==> src/rtl/splg_pkg.sv <==
`timescale 1ns / 1ps
package splg_pkg;

   localparam int LINE_WIDTH   = 240;
   localparam int FRAME_HEIGHT = 240;
   localparam int GRAD_DIV     = (FRAME_HEIGHT > 1) ? FRAME_HEIGHT - 1 : 1;

   // Gradient divide by reciprocal: floor(v / GRAD_DIV) = (v * GRAD_M) >> GRAD_K, v <= 65025
   localparam int     GRAD_K = 25;
   localparam longint GRAD_M = ((longint'(1) << GRAD_K) + GRAD_DIV - 1) / GRAD_DIV;

   // Ellipse terms by reciprocal: floor(sq*10000/R^2) = (sq * M) >> K for sq <= 65025
   // 10000/45^2 = 400/81, 10000/115^2 = 400/529, 10000/30^2 = 100/9, 10000/100^2 = 1
   localparam int     ELL_K45  = 23;
   localparam longint ELL_M45  = ((longint'(400) << ELL_K45) + 80) / 81;
   localparam int     ELL_K115 = 26;
   localparam longint ELL_M115 = ((longint'(400) << ELL_K115) + 528) / 529;
   localparam int     ELL_K30  = 20;
   localparam longint ELL_M30  = ((longint'(100) << ELL_K30) + 8) / 9;

   // Fixed colors, RGB565
   localparam logic [15:0] COLOR_TOP     = 16'hD943;
   localparam logic [15:0] COLOR_BOTTOM  = 16'hA083;
   localparam logic [15:0] COLOR_DARK    = 16'h7062;
   localparam logic [15:0] COLOR_GOLD    = 16'hFE25;
   localparam logic [15:0] COLOR_GOLD_HI = 16'hFF0C;
   localparam logic [15:0] COLOR_GOLD_LO = 16'hC380;

   localparam logic [7:0] T_VIGNETTE  = 8'd58;
   localparam logic [7:0] T_GLOW      = 8'd54;
   localparam logic [7:0] T_SHADOW    = 8'd150;
   localparam logic [7:0] T_HILITE    = 8'd68;
   localparam logic [7:0] T_SHADE     = 8'd48;

   // Squared distances of one point to the arch centers, plus leg hit
   typedef struct packed {
      logic        arch_ok;   // row at or above the arch center, point live
      logic        leg;       // inside one of the four legs, point live
      logic [15:0] dxl_sq;    // to the left arch column
      logic [15:0] dxr_sq;    // to the right arch column
      logic [15:0] dy_sq;     // to the arch center row
   } point_type;

   // Gradient blend factor for each row, saturated at 255
   function automatic logic [7:0] grad_t(input logic [7:0] y);
      logic [39:0] p;
      logic [14:0] q;
      p = 40'(y) * 40'(255 * GRAD_M);
      q = 15'(p >> GRAD_K);
      return (q > 15'd255) ? 8'd255 : q[7:0];
   endfunction

   // Ellipse metric term from a squared distance
   function automatic logic [23:0] ell_term(input logic [15:0] sq, input longint m,
                                            input int k);
      logic [47:0] p;
      p = 48'(sq) * 48'(m);
      return 24'(p >> k);
   endfunction

   function automatic logic in_box(input logic [7:0] x, input logic [7:0] y,
                                   input int l, input int r);
      return int'(x) >= l && int'(x) < r && y >= 8'd164 && y < 8'd200;
   endfunction

   // First half of the shape test: distances and legs
   function automatic point_type logo_point(input logic [7:0] x, input logic [7:0] y,
                                            input logic live);
      point_type  p;
      logic [7:0] dxl, dxr, dy;
      dxl = (x >= 8'd91)  ? x - 8'd91  : 8'd91 - x;
      dxr = (x >= 8'd149) ? x - 8'd149 : 8'd149 - x;
      dy  = 8'd178 - y;
      p.arch_ok = live && y <= 8'd178;
      p.leg     = live && (in_box(x, y, 46, 62) || in_box(x, y, 102, 118) ||
                           in_box(x, y, 122, 138) || in_box(x, y, 178, 194));
      p.dxl_sq  = 16'(dxl) * 16'(dxl);
      p.dxr_sq  = 16'(dxr) * 16'(dxr);
      p.dy_sq   = 16'(dy) * 16'(dy);
      return p;
   endfunction

   // Ring test: outer metric <= 10000 and inner metric >= 10000
   function automatic logic ring_hit(input logic [15:0] dx_sq, input logic [15:0] dy_sq);
      logic [24:0] outer, inner;
      outer = 25'(ell_term(dx_sq, ELL_M45, ELL_K45)) +
              25'(ell_term(dy_sq, ELL_M115, ELL_K115));
      inner = 25'(ell_term(dx_sq, ELL_M30, ELL_K30)) + 25'(dy_sq);
      return (outer <= 25'd10000) && (inner >= 25'd10000);
   endfunction

   // Second half of the shape test
   function automatic logic logo_hit(input point_type p);
      return (p.arch_ok && (ring_hit(p.dxl_sq, p.dy_sq) || ring_hit(p.dxr_sq, p.dy_sq))) ||
             p.leg;
   endfunction

   function automatic logic in_disc(input logic [7:0] x, input logic [7:0] y,
                                    input int cx, input int cy, input int r);
      int dx, dy;
      dx = int'(x) - cx;
      dy = int'(y) - cy;
      return dx * dx + dy * dy <= r * r;
   endfunction

   // Intermediate shape data between the two geometry stages
   typedef struct packed {
      logic      outside;
      logic      glow;
      logic      hilite;
      logic      shade;
      point_type shadow_pt;
      point_type logo_pt;
   } probe_type;

   // Per-pixel decisions handed to the blend stages
   typedef struct packed {
      logic       outside;
      logic       glow;
      logic       shadow;
      logic       logo;
      logic       hilite;
      logic       shade;
   } flags_type;

endpackage

==> src/rtl/splg_blend.sv <==
`timescale 1ns / 1ps
// One registered blend stage: c = a*(255-t)+b*t per channel, /255, repack; a passes through when apply is low
module splg_blend (
   input  logic        clock,
   input  logic        reset,
   input  logic        enable,
   input  logic        valid_in,
   input  logic        apply,
   input  logic [15:0] color_a,
   input  logic [15:0] color_b,
   input  logic [7:0]  weight,
   output logic        valid_out,
   output logic [15:0] color_out
);
   import splg_pkg::*;

   logic        valid_ff;
   logic [15:0] color_ff, color_in;

   // Divide a 16-bit sum by 255 with truncation
   function automatic logic [7:0] div255(input logic [15:0] s);
      logic [16:0] q;
      q = (17'(s) + 17'd1 + 17'(s >> 8)) >> 8;
      return q[7:0];
   endfunction

   always_comb begin
      logic [7:0]  ar, ag, ab, br, bg, bb, inv, r, g, b;
      inv = 8'd255 - weight;
      ar = {color_a[15:11], 3'b0};
      ag = {color_a[10:5], 2'b0};
      ab = {color_a[4:0], 3'b0};
      br = {color_b[15:11], 3'b0};
      bg = {color_b[10:5], 2'b0};
      bb = {color_b[4:0], 3'b0};
      r = div255(16'(ar * inv) + 16'(br * weight));
      g = div255(16'(ag * inv) + 16'(bg * weight));
      b = div255(16'(ab * inv) + 16'(bb * weight));
      color_in = apply ? {r[7:3], g[7:2], b[7:3]} : color_a;
   end

   always_ff @(posedge clock) begin
      if (reset) begin
         valid_ff <= 1'b0;
      end else if (enable) begin
         valid_ff <= valid_in;
      end
      if (enable) color_ff <= color_in;
   end

   assign valid_out = valid_ff;
   assign color_out = color_ff;
endmodule

==> config.mk <==
export PLATFORM = sky130hd
export DESIGN_NAME = splg_blend
export DESIGN_NICKNAME = d
export VERILOG_FILES = /design/src/rtl/splg_pkg.sv /design/src/rtl/splg_blend.sv
export SDC_FILE = /design/constraint.sdc
export NUM_CORES = 1
export LEC_CHECK = 0
export BUFFER_PORTS_ARGS = -buffer_cell sky130_fd_sc_hd__buf_2
export CORE_MARGIN = 8
export CORE_UTILIZATION = 40
export DETAILED_ROUTE_END_ITERATION = 7
export SKIP_CTS_REPAIR_TIMING = 1
export SLEW_MARGIN = 20
export SYNTH_ARGS = -nofsm -noshare
export SYNTH_HDL_FRONTEND = slang
export SYNTH_SLANG_ARGS = --single-unit
==> constraint.sdc <==
create_clock -name clock -period 18.38 [get_ports clock]
set_input_delay 1.838 -clock clock [delete_from_list [all_inputs] [get_ports clock]]
set_output_delay 1.838 -clock clock [all_outputs]
set_load 0.01 [all_outputs]
Word-level counts from Yosys, hierarchy flattened:

Index checks and enable logic that the tools add are counted.

* flip-flop bits (word level): 17
* bits of input ports: 45
* output and inout port bits: 17
* logic and storage cells: 19

* add/sub/neg operators: 10
* multipliers: 6
* muxes and demuxes: 1

Operators by type and width (count)
* $mul A5 B8 Y13: 4
* $add A16 B1 Y16 const B: 3
* $add A16 B16 Y16: 3
* $add A16 B8 Y16: 3
* $mul A6 B8 Y14: 2
* $mux W16: 1
* $sub A8 B8 Y8 const A: 1

Longest topological paths before layout:

* depth after elaboration: 6
* depth in mapped cells: 31
* mapped depth without buffers: 30

Worst setup path before layout:

Ideal clock, no wire load.

* kind: input-to-reg
* from: input port weight[0]
* to: register color_ff[1] (netlist: color_out[1]), data pin
* setup time: 0.260 ns
* data arrival time: 7.892 ns
* required time: 18.120 ns
* path slack: 10.228 ns
* stages on the path: 27
* path buffers: 1
* path through: clkbuf_1 > nand2_1 > fa_1 > fa_1 > fa_1 > inv_1 > ha_1 > a21oi_1 > o21bai_1 > a21oi_1 > o21bai_1 > a21oi_1 > xnor2_1 > ha_1 > and3_1 > and3_1 > a21oi_1 > nand2_1 > a311oi_1 > xnor3_1 > ha_1 > nor2_1 > or4b_1 > a21oi_1 > o21ai_0 > xnor2_1 > mux2_2

* cells in the longest elaborated chain, start to end: 6
* elaborated cells on any way between the ends: 7
* classes of those cells: 4 x add/sub; 2 x mul; 1 x mux

RTL lines
* start, declared: line splg_blend.sv:11 `input logic [7:0] weight,`
* $sub A8 B8 Y8: line splg_blend.sv:29 `inv = 8'd255 - weight;`
* $mul A5 B8 Y13: line splg_blend.sv:38 `b = div255(16'(ab * inv) + 16'(bb * weight));`
* $add A16 B16 Y16 (*): line splg_blend.sv:38
* $add A16 B1 Y16: line splg_blend.sv:23 `q = (17'(s) + 17'd1 + 17'(s >> 8)) >> 8;`
* $add A16 B8 Y16 (*): line splg_blend.sv:23
* $mux W16 (*): line splg_blend.sv:39 `color_in = apply ? {r[7:3], g[7:2], b[7:3]} : color_a;`
* named net color_in[1]: line splg_blend.sv:18 `logic [15:0] color_ff, color_in;`
* end signal, assigned: line splg_blend.sv:48 `if (enable) color_ff <= color_in;`
* end, declared: line splg_blend.sv:18

The timed path passes the listed nets; every way through them passes the cells marked *.
A chain may end at the register's enable or synchronous reset.

Worst setup path in the final report:

* from: input port weight[1]
* to: register color_ff[1] (netlist: color_out[1]), data pin

The elaborated chain is that of the path after synthesis.

==> qor.yml <==
route:
  vias_per_cell: 5.26
  routed_wl_mm: 25.6
  ant_nets: 0
  drt_iter0_markers: 364
  drt_pass1_iterations: 4
  wl_per_cell_um: 15.3
  vias: 8845
  drc: 0
floorplanning:
  die_h_um: 182
  die_x_um: 182
  fp.coreArea_um2: 27000
  die_area_um2: 33000
  rows: 60
  ios: 62
  start_util_pct: 40.8
grt:
  grt_pass1_wl_mm: 43.8
  overflow: 0
  groute.usage.overall_pct: 15.7
  grt_pass1_vias: 8796
  grt_max_degree: 33
  antenna_found_initial: 1
synth:
  synth_edf_count: 16
  synth_top_area_share_pct: 22.8
  seq_area_frac_synth_pct: 4.55
  synth_flop_cell: "edfxtp_1"
  syn_area_per_cell_um2: 8.43
  synthCells: 1303
  syn-num-nets: 1651
  ys_top_cells_by_count: "inv_1 (184), ha_1 (178), fa_1 (125)"
  synth_top_cell_by_area: "fa_1"
  synth_warnings: 0
  syn_area_um2: 11000
  synth_seq_cells: 17
  yosys-top-cells-area: "fa_1 (23%), ha_1 (20%), inv_1 (6.3%), and2_1 (6.0%), nor2b_1 (5.9%)"
  synth.most_common_cell: "inv_1"
  yosysUniqueCellTypes: 77
  async_flop_share_pct: 0
setup_path:
  r2r-start: "valid_out"
  crit_type: "in -> reg"
  ff2ff_path_depth: 2
  reg2reg_slack_ns: 17.80
  cp-end-kind: "flop"
  required_ns: 18.39
  startpoint_type: "input port"
  cp_data_arrival_time_ns: 8.73
  crit_end: "color_out[1]"
  crit_start: "weight[1]"
  crit_fanout: 32
  r2r_end: "valid_out"
finish:
  seq_area_um2: 500
  design_area_um2: 11700
  drive_gt1_share_pct: 6.72
  antenna_cells: 0
  fill_cells: 2734
  syn2layout_area_growth_pct: 6.47
  fin_nets: 1689
  multi_input_area_um2: 9680
place:
  dp_hpwl_mm: 21.2
  post_dp_cell_area_um2: 11600
  place_congestion: 0.868
  io_buffer_count: 61
pwr:
  vdd_drop_max_uv: 132
  clock_power_share_pct: 2.2
  p_seq_share_pct: 3.9
  switching_share_pct: 54.5
  p_switching_mw: 1.22
  p_int_mw: 1.02
  combPwrFrac_pct: 94.0
  power_density_nw_per_um2: 191
  p_leak_nw: 5.75
clocking:
  root_buffer: "clkbuf_16"
  cts_sinks: 17
  numCtsBuffers: 3
  cts_max_path_buffers: 2
  cts-htree-levels: 1
  cts_tree: "done"
  clkTransAtPathRegs_ns: 0.06
  worstSkewPairLatency_ns: 0.26
timing:
  rsz0062_at_grt: "false"
  setup_viol: 0
  max_slew_margin_pct: 47.6
  fin_tns_setup_ns: 0
  min_period_ns: 8.71
  period_share_pct: 47.4
  finalMaxSlewViolations: 0
  finalHoldViolations: 0
  worstMarginPinSlew_ns: 0.786
  max_freq_mhz: 115
  clock-skew-final_ns: 0
status:
  outcome: "complete, no violations"
run:
  maxCapViolCount: 0
hold_path:
  holdCritPathClass: "reg -> reg"
-- metal layers --
metal / global-route usage (%) / wire [um] / vias up
met2: 27.0 / 11900 / 145
met5: 0 / 17 / -
met4: 1.31 / 146 / 2
li1: - / - / 4428
met1: 21.8 / 12600 / 4259
met3: 1.42 / 996 / 11
-- final cells by class --
class / count / area share [%]
multi-input cells: 1072 / 82.8
flip-flops and latches: 17 / 4.28
clock buffers: 4 / 0.674
well taps: 341 / 3.65
inverters: 184 / 5.90
repair buffers: 63 / 2.74
-- per-stage QoR --
step	worst slack (ns)	hold slack, ns	total power, mW	cells	utilization (%)
2_1_floorplan	10.23	0.528	1.77	1303	-
3_3_place_gp	9.60	0.471	2.17	1677	43.1
3_5_place_dp	9.45	0.494	2.19	1677	43.1
4_1_cts	9.70	0.511	2.25	1681	43.4
5_1_grt	9.18	0.565	2.52	1681	43.4
6_report	9.67	0.505	2.24	1681	43.4
-- layout by cell type, fill, tap and decap left out, drive strengths merged, types with 4 or more instances in the layout --
master,n
nor3b,6
nor4,6
o41ai,7
ha,178
o21a,6
o31ai,6
nand2,61
nor3,19
a211oi,11
xnor2,69
nor2b,104
or3,6
o21ai,40
a21oi,70
and3,9
inv,184
o211ai,7
edfxtp,16
nor2,55
o21bai,24
clkbuf,4
a21o,22
nand2b,40
buf,63
a31oi,9
fa,125
xor2,19
a31o,5
and2,105
nand3,8
-- state kept, by name, indices dropped and copies added, names as in the netlist --
name,flops
color_out,16
valid_out,1
-- power groups by stage --
stage	registers (mW)	logic [mW]	clock network, mW
5_1_grt	0.0885	2.38	0.0504
3_5_place_dp	0.0871	2.10	0
6_report	0.0862	2.10	0.0491
3_3_place_gp	0.0873	2.09	0
4_1_cts	0.0863	2.11	0.0498
2_1_floorplan	0.0947	1.67	0
-- cells by family (layout without fill, tap and decap cells) --
family,count (synthesis),after routing,synth area share (%)
simple gates,440,440,22.9
fa+ha+maj,304,304,43.1
compound gates,233,233,14.3
buf+inv,214,251,7.33
xor+xnor,89,89,7.22
flops,17,17,4.55
mux,6,6,0.615
-- worst min path at each step --
stage / start / end / slack, ns / depth (start not counted)
after floorplan: valid_out / valid_out / 0.53 / 2
after global placement: valid_out / valid_out / 0.47 / 2
after detailed placement: valid_out / valid_out / 0.49 / 2
after CTS: valid_out / valid_out / 0.51 / 2
after global routing: valid_out / valid_out / 0.56 / 2
final: valid_out / valid_out / 0.51 / 2
-- critical path: stages --
cell and delay, ns:
buf_2 0.47, nand2b_1 0.21, fa_1 0.45, fa_1 0.52
fa_1 0.55, inv_1 0.04, ha_1 0.32, a21o_1 0.20
a211oi_1 0.23, nor2_1 0.09, o41ai_1 0.44, xnor2_1 0.16
ha_1 0.39, and3_1 0.19, a21oi_1 0.22, nand2_1 0.09
a311oi_1 0.37, xnor3_1 0.45, ha_1 0.32, nor2_1 0.05
or4b_1 0.46, a21oi_1 0.13, o21ai_0 0.11, xnor2_1 0.13
mux2_2 0.27
Note: power is estimated with default switching activity, not from simulation.
